### src/rtl/core/mcma_pkg.sv
// Shared types and constants of the multichannel moving average unit.
`timescale 1ns / 1ps

package mcma_pkg;

  localparam int unsigned CHAN_W   = 4;
  localparam int unsigned SAMPLE_W = 16;

  localparam logic signed [SAMPLE_W-1:0] AVG_MAX = 16'sh7FFF;
  localparam logic signed [SAMPLE_W-1:0] AVG_MIN = 16'sh8000;

  typedef enum logic [2:0] {
    ST_CLEAR,
    ST_IDLE,
    ST_READ,
    ST_UPDATE,
    ST_DIVIDE,
    ST_DONE
  } mcma_state_e;

  // Handshake between the sequencer and the bit-serial divider.
  typedef struct packed {
    logic start;
  } mcma_div_ctrl_t;

  typedef struct packed {
    logic done;
    logic busy;
  } mcma_div_stat_t;

endpackage

### src/rtl/core/multichannel_moving_average_unit.sv
// Top level of the multichannel moving average unit.
//
//  channel  direction  handshake               payload
//  input    in         in_valid_i/in_stall_o   channel_i, sample_i, sweep_end_i
//  output   out        out_valid_o/out_stall_i out_channel_o, average_o
//
// A transaction must be loaded into the output register before the next one
// can be accepted; the pace is set by the bit-serial divider, which produces
// one quotient bit per cycle. Channels out of range skip the divider.
// After reset a clearing pass writes zeros to the window store, one entry a cycle,
// and to the channel sums; no input is taken meanwhile.
// A finished result waits in the output register; a stalled output blocks the
// input only once a second result is ready.
`timescale 1ns / 1ps

module multichannel_moving_average_unit
  import mcma_pkg::*;
#(
  parameter int unsigned CHANNELS = 16,
  parameter int unsigned WINDOW   = 8
) (
  input  logic                       clk_i,
  input  logic                       rst_ni,
  input  logic                       in_valid_i,
  output logic                       in_stall_o,
  input  logic [CHAN_W-1:0]          channel_i,
  input  logic signed [SAMPLE_W-1:0] sample_i,
  input  logic                       sweep_end_i,
  output logic                       out_valid_o,
  input  logic                       out_stall_i,
  output logic [CHAN_W-1:0]          out_channel_o,
  output logic signed [SAMPLE_W-1:0] average_o
);

  localparam int unsigned STORE_DEPTH = CHANNELS * WINDOW;
  localparam int unsigned STORE_AW    = (STORE_DEPTH > 1) ? $clog2(STORE_DEPTH) : 1;
  localparam int unsigned CH_AW       = (CHANNELS > 1) ? $clog2(CHANNELS) : 1;
  localparam int unsigned POS_W       = (WINDOW > 1) ? $clog2(WINDOW) : 1;
  localparam int unsigned DIV_W       = $clog2(WINDOW + 1);
  localparam int unsigned SUM_W       = SAMPLE_W + $clog2(WINDOW);

  mcma_state_e state_q, state_d;

  logic [STORE_AW-1:0]       clr_cnt_q, clr_cnt_d;
  logic [POS_W-1:0]          pos_q, pos_d;
  logic                      warm_q, warm_d;

  logic [CHAN_W-1:0]         chan_q;
  logic signed [SAMPLE_W-1:0] sample_q;
  logic                      in_range_q;
  logic [POS_W-1:0]          pos_item_q;
  logic [DIV_W-1:0]          den_q;
  logic                      neg_q;

  logic                      out_valid_q, out_valid_d;
  logic [CHAN_W-1:0]         out_chan_q;
  logic signed [SAMPLE_W-1:0] out_avg_q;

  logic                      accept;
  logic                      in_range;
  logic                      out_free;
  logic                      out_load;
  logic                      clear_last;

  logic [STORE_AW-1:0]       slot;
  logic [CH_AW-1:0]          ch_idx;
  logic                      store_we;
  logic [STORE_AW-1:0]       store_waddr;
  logic [SAMPLE_W-1:0]       store_wdata;
  logic [SAMPLE_W-1:0]       store_rdata;
  logic                      sums_we;
  logic [CH_AW-1:0]          sums_waddr;
  logic [SUM_W-1:0]          sums_wdata;
  logic [SUM_W-1:0]          sums_rdata;

  logic signed [SUM_W-1:0]   new_sum;
  logic [SUM_W-1:0]          magnitude;
  logic [SUM_W-1:0]          quot;
  logic signed [SAMPLE_W-1:0] result;

  mcma_div_ctrl_t            div_ctrl;
  mcma_div_stat_t            div_stat;

  assign accept     = in_valid_i && !in_stall_o;
  assign in_range   = (32'(channel_i) < CHANNELS);
  assign out_free   = !out_valid_q || !out_stall_i;
  assign clear_last = (clr_cnt_q == STORE_AW'(STORE_DEPTH - 1));

  assign ch_idx = CH_AW'(chan_q);
  assign slot   = STORE_AW'(32'(chan_q) * WINDOW + 32'(pos_item_q));

  // The old sum and the old slot value arrive together, in the cycle after the read.
  assign new_sum   = $signed(sums_rdata) + SUM_W'(sample_q) - SUM_W'($signed(store_rdata));
  assign magnitude = new_sum[SUM_W-1] ? SUM_W'(-new_sum) : SUM_W'(new_sum);

  always_comb begin
    result = '0;
    if (in_range_q) begin
      if (!neg_q) begin
        result = (quot > SUM_W'(32767)) ? AVG_MAX : $signed(quot[SAMPLE_W-1:0]);
      end else begin
        result = (quot > SUM_W'(32768)) ? AVG_MIN : -$signed(quot[SAMPLE_W-1:0]);
      end
    end
  end

  // Next state.
  always_comb begin
    state_d = state_q;
    case (state_q)
      ST_CLEAR: begin
        if (clear_last) begin
          state_d = ST_IDLE;
        end
      end
      ST_IDLE: begin
        if (accept) begin
          state_d = in_range ? ST_READ : ST_DONE;
        end
      end
      ST_READ:   state_d = ST_UPDATE;
      ST_UPDATE: state_d = ST_DIVIDE;
      ST_DIVIDE: begin
        if (div_stat.done) begin
          state_d = ST_DONE;
        end
      end
      ST_DONE: begin
        if (out_free) begin
          state_d = ST_IDLE;
        end
      end
      default: state_d = ST_CLEAR;
    endcase
  end

  // Outputs of the sequencer.
  always_comb begin
    in_stall_o     = 1'b1;
    store_we       = 1'b0;
    store_waddr    = slot;
    store_wdata    = sample_q;
    sums_we        = 1'b0;
    sums_waddr     = ch_idx;
    sums_wdata     = new_sum;
    div_ctrl.start = 1'b0;
    out_load       = 1'b0;
    case (state_q)
      ST_CLEAR: begin
        store_we    = 1'b1;
        store_waddr = clr_cnt_q;
        store_wdata = '0;
        sums_we     = (32'(clr_cnt_q) < CHANNELS);
        sums_waddr  = CH_AW'(clr_cnt_q);
        sums_wdata  = '0;
      end
      ST_IDLE: in_stall_o = 1'b0;
      ST_UPDATE: begin
        store_we       = 1'b1;
        sums_we        = 1'b1;
        div_ctrl.start = 1'b1;
      end
      ST_DONE: out_load = out_free;
      default: ;
    endcase
  end

  always_comb begin
    clr_cnt_d = clr_cnt_q;
    if (state_q == ST_CLEAR) begin
      clr_cnt_d = clr_cnt_q + 1'b1;
    end
  end

  // The shared window position moves on at acceptance of a transaction with sweep_end.
  always_comb begin
    pos_d  = pos_q;
    warm_d = warm_q;
    if (accept && sweep_end_i) begin
      if (pos_q == POS_W'(WINDOW - 1)) begin
        pos_d  = '0;
        warm_d = 1'b0;
      end else begin
        pos_d = pos_q + 1'b1;
      end
    end
  end

  always_comb begin
    out_valid_d = out_valid_q;
    if (out_load) begin
      out_valid_d = 1'b1;
    end else if (out_valid_q && !out_stall_i) begin
      out_valid_d = 1'b0;
    end
  end

  always_ff @(posedge clk_i or negedge rst_ni) begin
    if (!rst_ni) begin
      state_q     <= ST_CLEAR;
      clr_cnt_q   <= '0;
      pos_q       <= '0;
      warm_q      <= 1'b1;
      out_valid_q <= 1'b0;
    end else begin
      state_q     <= state_d;
      clr_cnt_q   <= clr_cnt_d;
      pos_q       <= pos_d;
      warm_q      <= warm_d;
      out_valid_q <= out_valid_d;
    end
  end

  always_ff @(posedge clk_i) begin
    if (accept) begin
      chan_q     <= channel_i;
      sample_q   <= sample_i;
      in_range_q <= in_range;
      pos_item_q <= pos_q;
      den_q      <= warm_q ? DIV_W'(32'(pos_q) + 1) : DIV_W'(WINDOW);
    end
    if (state_q == ST_UPDATE) begin
      neg_q <= new_sum[SUM_W-1];
    end
    if (out_load) begin
      out_chan_q <= chan_q;
      out_avg_q  <= result;
    end
  end

  mcma_ram #(
    .WIDTH (SAMPLE_W),
    .DEPTH (STORE_DEPTH)
  ) u_store (
    .clk_i   (clk_i),
    .we_i    (store_we),
    .waddr_i (store_waddr),
    .wdata_i (store_wdata),
    .raddr_i (slot),
    .rdata_o (store_rdata)
  );

  mcma_ram #(
    .WIDTH (SUM_W),
    .DEPTH (CHANNELS)
  ) u_sums (
    .clk_i   (clk_i),
    .we_i    (sums_we),
    .waddr_i (sums_waddr),
    .wdata_i (sums_wdata),
    .raddr_i (ch_idx),
    .rdata_o (sums_rdata)
  );

  mcma_div #(
    .NUM_W (SUM_W),
    .DEN_W (DIV_W)
  ) u_div (
    .clk_i  (clk_i),
    .rst_ni (rst_ni),
    .ctrl_i (div_ctrl),
    .num_i  (magnitude),
    .den_i  (den_q),
    .stat_o (div_stat),
    .quot_o (quot)
  );

  assign out_valid_o   = out_valid_q;
  assign out_channel_o = out_chan_q;
  assign average_o     = out_avg_q;

endmodule

### src/rtl/core/mcma_ram.sv
// Generic simple dual-port RAM with a registered read port.
`timescale 1ns / 1ps

module mcma_ram #(
  parameter int unsigned WIDTH = 16,
  parameter int unsigned DEPTH = 128,
  localparam int unsigned AW = (DEPTH > 1) ? $clog2(DEPTH) : 1
) (
  input  logic             clk_i,
  input  logic             we_i,
  input  logic [AW-1:0]    waddr_i,
  input  logic [WIDTH-1:0] wdata_i,
  input  logic [AW-1:0]    raddr_i,
  output logic [WIDTH-1:0] rdata_o
);

  logic [WIDTH-1:0] mem_q [DEPTH];
  logic [WIDTH-1:0] rdata_q;

  always_ff @(posedge clk_i) begin
    if (we_i) begin
      mem_q[waddr_i] <= wdata_i;
    end
    rdata_q <= mem_q[raddr_i];
  end

  assign rdata_o = rdata_q;

endmodule

### src/rtl/core/mcma_div.sv
// Bit-serial restoring divider for unsigned operands, one quotient bit per cycle.
`timescale 1ns / 1ps

module mcma_div
  import mcma_pkg::*;
#(
  parameter int unsigned NUM_W = 19,
  parameter int unsigned DEN_W = 4
) (
  input  logic                 clk_i,
  input  logic                 rst_ni,
  input  mcma_div_ctrl_t       ctrl_i,
  input  logic [NUM_W-1:0]     num_i,
  input  logic [DEN_W-1:0]     den_i,
  output mcma_div_stat_t       stat_o,
  output logic [NUM_W-1:0]     quot_o
);

  localparam int unsigned CNT_W = $clog2(NUM_W + 1);

  logic [NUM_W-1:0] shift_q, shift_d;
  logic [DEN_W-1:0] rem_q, rem_d;
  logic [DEN_W-1:0] den_q, den_d;
  logic [CNT_W-1:0] cnt_q, cnt_d;
  logic             busy_q, busy_d;
  logic             done_q, done_d;
  logic [DEN_W:0]   trial;
  logic [DEN_W:0]   diff;
  logic             qbit;

  // The dividend shifts out at the top while quotient bits shift in at the bottom.
  assign trial = {rem_q, shift_q[NUM_W-1]};
  assign diff  = trial - {1'b0, den_q};
  assign qbit  = (trial >= {1'b0, den_q});

  always_comb begin
    shift_d = shift_q;
    rem_d   = rem_q;
    den_d   = den_q;
    cnt_d   = cnt_q;
    busy_d  = busy_q;
    done_d  = 1'b0;
    if (ctrl_i.start) begin
      shift_d = num_i;
      rem_d   = '0;
      den_d   = den_i;
      cnt_d   = '0;
      busy_d  = 1'b1;
    end else if (busy_q) begin
      shift_d = {shift_q[NUM_W-2:0], qbit};
      rem_d   = qbit ? diff[DEN_W-1:0] : trial[DEN_W-1:0];
      cnt_d   = cnt_q + 1'b1;
      if (cnt_q == CNT_W'(NUM_W - 1)) begin
        busy_d = 1'b0;
        done_d = 1'b1;
      end
    end
  end

  always_ff @(posedge clk_i or negedge rst_ni) begin
    if (!rst_ni) begin
      busy_q <= 1'b0;
      done_q <= 1'b0;
      cnt_q  <= '0;
    end else begin
      busy_q <= busy_d;
      done_q <= done_d;
      cnt_q  <= cnt_d;
    end
  end

  always_ff @(posedge clk_i) begin
    shift_q <= shift_d;
    rem_q   <= rem_d;
    den_q   <= den_d;
  end

  assign quot_o      = shift_q;
  assign stat_o.done = done_q;
  assign stat_o.busy = busy_q;

endmodule
### config.mk
export PLATFORM = sky130hd
export DESIGN_NAME = multichannel_moving_average_unit
export DESIGN_NICKNAME = d
export VERILOG_FILES = /design/src/rtl/core/mcma_pkg.sv /design/src/rtl/core/multichannel_moving_average_unit.sv /design/src/rtl/core/mcma_ram.sv /design/src/rtl/core/mcma_div.sv
export SDC_FILE = /design/constraint.sdc
export NUM_CORES = 2
export LEC_CHECK = 0
export BUFFER_PORTS_ARGS = -buffer_cell sky130_fd_sc_hd__buf_2
export CORE_MARGIN = 1
export CORE_UTILIZATION = 45
export CTS_BUF_LIST = sky130_fd_sc_hd__clkbuf_2
export CTS_CLUSTER_DIAMETER = 60
export DETAILED_ROUTE_END_ITERATION = 7
export GPL_TIMING_DRIVEN = 0
export PLACE_DENSITY = 0.61
export RECOVER_POWER = 50
export SLEW_MARGIN = 5
export SYNTH_ARGS = -nofsm -noshare
export SYNTH_HDL_FRONTEND = slang
export SYNTH_SLANG_ARGS = --single-unit
### constraint.sdc
create_clock -name clk_i -period 6.16 [get_ports clk_i]
set_input_delay 0.308 -clock clk_i [delete_from_list [all_inputs] [get_ports clk_i]]
set_output_delay 0.308 -clock clk_i [all_outputs]
set_load 0.02 [all_outputs]
[Word-level counts from Yosys, hierarchy flattened]
Memories as Yosys holds them, arrays and structs flattened. A register that Yosys moved wholly into a read port is not among the register bits.
Index checks and enable logic that the tools add are counted.
Widths: inputs -> output; s select.
Operators by class
  $lt $le $gt $ge: 4
  reduce and logical (&&, ||, !) cells: 12
  $add $sub $neg: 10
  equal/unequal tests: 12
  muxes and demuxes: 36
Operators by type and width (count)
  $mux 19: 4
  $mux 16: 4
  $add 19x16->19: 1
  $gt 19x15->1 const B: 1
  $gt 19x16->1 const B: 1
  $neg 19->19: 1
  $sub 19x16->19: 1
  $pmux 3 s6: 1
  $mux 1: 16
  $neg 16->16: 1
  $mux 3: 5
  $mux 5: 2
  $eq 3x3->1 const B: 3
  $mux 4: 2
  $add 7x1->7 const B: 1
  $add 7x3->7: 1
  $eq 7x7->1 const B: 1
  $lt 7x5->1 const B: 1
  $mux 7: 1
  $eq 3x2->1 const B: 2
  $ne 2x2->1 const B: 3
  $add 5x1->5 const B: 1
  $eq 5x5->1 const B: 1
  $ge 5x4->1: 1
  other kinds (14): 18
Word-level totals
  RAM bits: 2352
  register bits: 97
  memories: 2
  output and inout port bits: 22
Memories
  u_store.mem_q: depth 128, bits a word 16, rd ports 1, clocked after Yosys merged registers in 1, wr ports 1, line mcma_ram.sv:17  | logic [WIDTH-1:0] mem_q [DEPTH];
  u_sums.mem_q: depth 16, bits a word 19, rd ports 1, clocked after Yosys merged registers in 1, wr ports 1, line mcma_ram.sv:17

[Longest topological paths before layout]
  depth after elaboration: 5
  mapped depth: 15
  depth with buffers taken out: 15

[Hierarchy]
Synthesis repeated with hierarchy kept, for this count alone.
Second synthesis, totals
  cell total of the unflattened synthesis: 4274
  area, all modules: 97070.6 µm²
Modules (own cells, without submodules)
  mcma_ram at u_store: cells an instance 3086, sequential area each 61819.3 µm², area an instance 78522.8 µm², times used 1
  mcma_ram at u_sums: cells an instance 507, sequential area each 9509.1 µm², area an instance 11845.1 µm², times used 1
  multichannel_moving_average_unit: cells an instance 566, sequential area each 1818.0 µm², area an instance 5098.6 µm², times used 1
  mcma_div: cells an instance 115, sequential area each 945.9 µm², area an instance 1604.0 µm², times used 1

[Worst setup path after synthesis]
No wires, ideal clock.
  path kind: register to register
  from: register state_q[2]
  to: memory u_store.mem_q[0][10] (data pin)
  clock period less this slack: 5.020 ns
  data required time: 5.362 ns
  stages on the path, launching flop included: 7
  data arrival time: 4.223 ns
  path slack: 1.140 ns
  path through: dfrtp_1 > clkbuf_1 > nor3_1 > clkbuf_1 > clkbuf_1 > buf_1 > nor2_1
On the way
  cells in the longest elaborated chain, start to end: 2
Ends and longest elaborated chain
  start, declared: line multichannel_moving_average_unit.sv:42  | mcma_state_e state_q, state_d;
  start signal, assigned: line multichannel_moving_average_unit.sv:206  | state_q <= state_d;
  $logic_not 3->1: line multichannel_moving_average_unit.sv:148  | case (state_q)
  $mux 16: line multichannel_moving_average_unit.sv:148
  named net store_wdata[10]: line multichannel_moving_average_unit.sv:69  | logic [SAMPLE_W-1:0] store_wdata;
  end, declared: line mcma_ram.sv:17
The timed path passes the listed nets, and every way through them passes these cells.

[Final worst setup path]
  from: register pos_item_q[2]
  to: memory u_store.mem_q[72][5] (netlist: u_store.mem_q[36][5]) (enable)
On the way
  cells in the longest elaborated chain, start to end: 2
Ends and longest elaborated chain
  start, declared: line multichannel_moving_average_unit.sv:51  | logic [POS_W-1:0] pos_item_q;
  start signal, assigned: line multichannel_moving_average_unit.sv:219  | pos_item_q <= pos_q;
  $add 7x3->7: line multichannel_moving_average_unit.sv:90  | assign slot = STORE_AW'(32'(chan_q) * WINDOW + 32'(pos_item_q));
  $mux 7: line multichannel_moving_average_unit.sv:148
No other way between the ends.

==> impl_metrics.csv <==
group,metric,value,unit
floorplanning,core_area,213100,µm²
clock_network,clockRootBuffer,"clkbuf_2",
timing,fin_setup_tns,0,ns
critical_path,worstPathCellList,"clkbuf_2 > clkbuf_1 > nand2b_1 > o21ai_0 > nand2_1 > clkdlybuf4s15_1 > nor2_2 > buf_8",
synth,syn-cell-area,96910,µm²
synth,netlist_instances,4267,
clock_network,cts_inserted_buffers,630,
synth,yosysSeqAreaShare,0.7646,
pwr,vdd_drop_max,0.2023,mV
critical_path,cp.required,7.69,ns
synth,yosys_warnings,0,
clock_network,cts.sink_count,2484,
synth,synth.area.mux_share,0.1809,
cells_and_area,final_util,0.5157,
synth,syn-num-nets,4343,
clock_network,clkTransAtPathRegs,0.10,ns
timing,max_freq,164.4,MHz
timing,fin_skew,0.2033,ns
critical_path,ff2ff_setup_slack,0.08,ns
detailed_routing,drtIter0Drc,5771,
flow_run,maxCapViolCount,38,
detailed_routing,wl,252500,µm
floorplanning,num_rows,169,
timing,max-slew-margin-rel,-1.294,
timing,maxSlewViolCount,1213,
synth,synth.distinct_cells,64,
pwr,p_leak,0.03241,µW
timing,setup_viol,0,
floorplanning,die_area,217200,µm²
global_route,grt_pass1_wl,359600,µm
detailed_routing,viasPerCell,5.825,
cells_and_area,layout-drive-gt1-share,0.3690,
cells_and_area,fin_cells,8434,
status,status,"finished with violations",
global_route,grt_start_max_net_pins,76,
synth,synthFlopType,"edfxtp_1",
detailed_routing,drc,0,
critical_path,critPathCapture,"u_store.mem_q[36][5]$_DFFE_PP_",
global_route,grtUsageTotal,0.2342,
timing,fin_crit,6.083,ns
clock_network,clock_latency,1.94,ns
cells_and_area,area_growth,13.42,%
global_route,antenna_found_initial,11,
hold_path,hp-class,"input port to flip-flop",
floorplanning,pin_count,47,
place,io_buffers,46,
synth,synth_edf_count,2423,
critical_path,worstSetupEndpointType,"flip-flop",
synth,synth_top_family_by_area,"multiplexers",
clock_network,cts_buffer_depth,4,
detailed_routing,drtPass1Iterations,6,
cells_and_area,mostFrequentLayoutCell,"edfxtp_1",
timing,tightest_slew,3.441,ns
floorplanning,start_util,0.4547,
critical_path,r2r-start,"pos_item_q[2]$_DFFE_PP_",
cells_and_area,final_cell_mix,"edfxtp_1, clkbuf_2, mux4_2",
critical_path,crit_fanout,10,
timing,hold_viol,0,
critical_path,max_stage_delay,1.09,ns
synth,synth_xor_area_frac,0.003886,
detailed_routing,final_antenna_net_count,0,
timing,setup_slack,0.07715,ns
global_route,grt-ovfl-total,0,
critical_path,cp_data_arrival_time,7.62,ns
clock_network,cts_tree,"yes",
synth,synth_seq_cells,2484,
critical_path,cp-start-kind,"flip-flop",
floorplanning,die_h,466.1,µm
critical_path,critPathSlowestCell,"edfxtp_1",
detailed_routing,post_drt_wl_per_cell,29.93,µm
cells_and_area,fillers,16955,
synth,synth_compound_area_frac,0.01095,
place,dp_hpwl,169700,µm
pwr,power_density,264.4,nW/µm²
clock_network,htreeDepth,6,
status,violations,"max-capacitance violations, max-slew violations",
synth,async_flop_share,0.008857,
cells_and_area,nNetsFinal,5294,
critical_path,r2r_end,"u_store.mem_q[36][5]$_DFFE_PP_",
critical_path,critical_path_class,"flip-flop to flip-flop",
place,dpl.cell_count,7312,
place,dp_worst_setup_slack,0.1529,ns
timing,period_share,0.9875,
global_route,first_global_vias,50695,
synth,avgSynthCellArea,22.71,µm²
place,gp_congestion,0.8740,
floorplanning,die_width,466.1,µm
synth,synthAdderAreaFrac,0.008056,
synth,synthSimpleGateAreaFrac,0.01964,
pwr,total_power,29070,µW
critical_path,crit_start,"pos_item_q[2]$_DFFE_PP_",
critical_path,reg2reg_depth,8,
detailed_routing,vias,49127,
timing,rsz0062_at_grt,"false",
[stage by stage]
stage / cell area (µm²) / hold slack (ns)
after global routing: 109900 / 0.1578
final: 109900 / 0.3210
after CTS: 110600 / 0.002816
after detailed placement: 104300 / 0.3391
after global placement: 100700 / 0.3475
after floorplan: 96910 / 0.01241
[state kept, by name, summed over array words and instances, names as in the netlist, 3 cells and up]
signal / count
average_o: 16
ch_idx: 4
clr_cnt_q: 7
den_q: 4
out_channel_o: 4
pos_item_q: 3
pos_q: 3
sample_q: 16
state_q: 3
u_div.cnt_q: 5
u_div.den_q: 4
u_div.quot_o: 19
u_div.rem_q: 4
u_store.mem_q: 2048
u_store.rdata_o: 16
u_sums.mem_q: 304
u_sums.rdata_o: 19
[where the power goes]
part | switching [µW] | total [µW] | internal, µW
logic | 18.1 | 61.5 | 43.5
clock network | 6460 | 10800 | 4320
registers | 0.0000000000000263 | 18200 | 18200
[routing by layer]
layer  track usage  vias up  wire length, µm
met4       0.07811        4             7180
li1              -    20258                -
met1        0.3237    26165           102600
met2        0.3702     2282           121900
met5             0        -               31
met3       0.05249      418            20720
[layout make-up]
cell class,count,area (µm²),share of cell area
repair buffers,320,3699,0.03365
diodes,9,22.52,0.0002049
inverters,98,367.9,0.003347
flip-flops and latches,2484,74090,0.6741
clock buffers,893,4469,0.04066
clock inverters,125,809.5,0.007365
multi-input cells,1473,22100,0.2011
well taps,2821,3530,0.03211
plain buffers,211,822.0,0.007479
[timing repair]
action                                  4_1_cts  5_1_grt
endpoints found under the hold margin        97        0
buffers inserted                              0        0
hold buffers                                 96        0
resized for setup                             0        7
endpoints found under the setup margin        0       24
[synthesized netlist by cell type (8+ instances only)]
library cell,number,area (µm²)
inv_1,97,364.1
dfxtp_1,39,780.8
xor2_1,24,210.2
and2_1,11,68.82
nand2_1,103,386.6
a21oi_1,28,140.1
a21o_1,11,82.58
dfrtp_1,21,525.5
nand4_1,13,81.33
nor2_1,208,780.8
xnor2_1,19,166.4
o21ai_0,54,270.3
buf_1,57,214.0
a31oi_1,9,56.30
edfxtp_1,2423,72760
mux4_2,767,17270
fa_1,19,380.4
nand3_1,19,95.09
or3_1,8,50.05
mux2_2,19,214.0
clkbuf_1,152,570.6
nor3_1,18,90.09
o311ai_0,10,87.58
o31ai_1,8,60.06
nand2b_1,11,68.82
ha_1,32,400.4
[worst min path at each step]
| stage | to | start | cells after the start | slack, ns |
|---|---|---|---|---|
| 5_1_grt | ch_idx[2]$_DFFE_PP_ | channel_i[2] | 4 | 0.16 |
| 4_1_cts | ch_idx[2]$_DFFE_PP_ | channel_i[2] | 4 | 0.003 |
| 3_3_place_gp | pos_q[0]$_DFFE_PN0P_ | rst_ni | 1 | 0.35 |
| 2_1_floorplan | clr_cnt_q[0]$_DFFE_PN0P_ | rst_ni | 0 | 0.01 |
| 3_5_place_dp | pos_q[0]$_DFFE_PN0P_ | rst_ni | 1 | 0.34 |
| 6_report | ch_idx[2]$_DFFE_PP_ | channel_i[2] | 4 | 0.32 |
[logic make-up after synthesis]
family,Yosys count
flip-flops,2484
multiplexers,790
AND/OR/NAND/NOR,425
buffers and inverters,310
AO/OA/AOI/OAI,164
adder cells (fa/ha/maj),51
XOR/XNOR,43
[worst max-delay path, delay by kind of cell, from the launching register on]
family / cells / cell delay [ns]
flops: 1 / 1.09
simple gates: 3 / 1.61
compound gates: 1 / 0.37
buf+inv: 4 / 2.66
(Power assumes the default switching activity.)
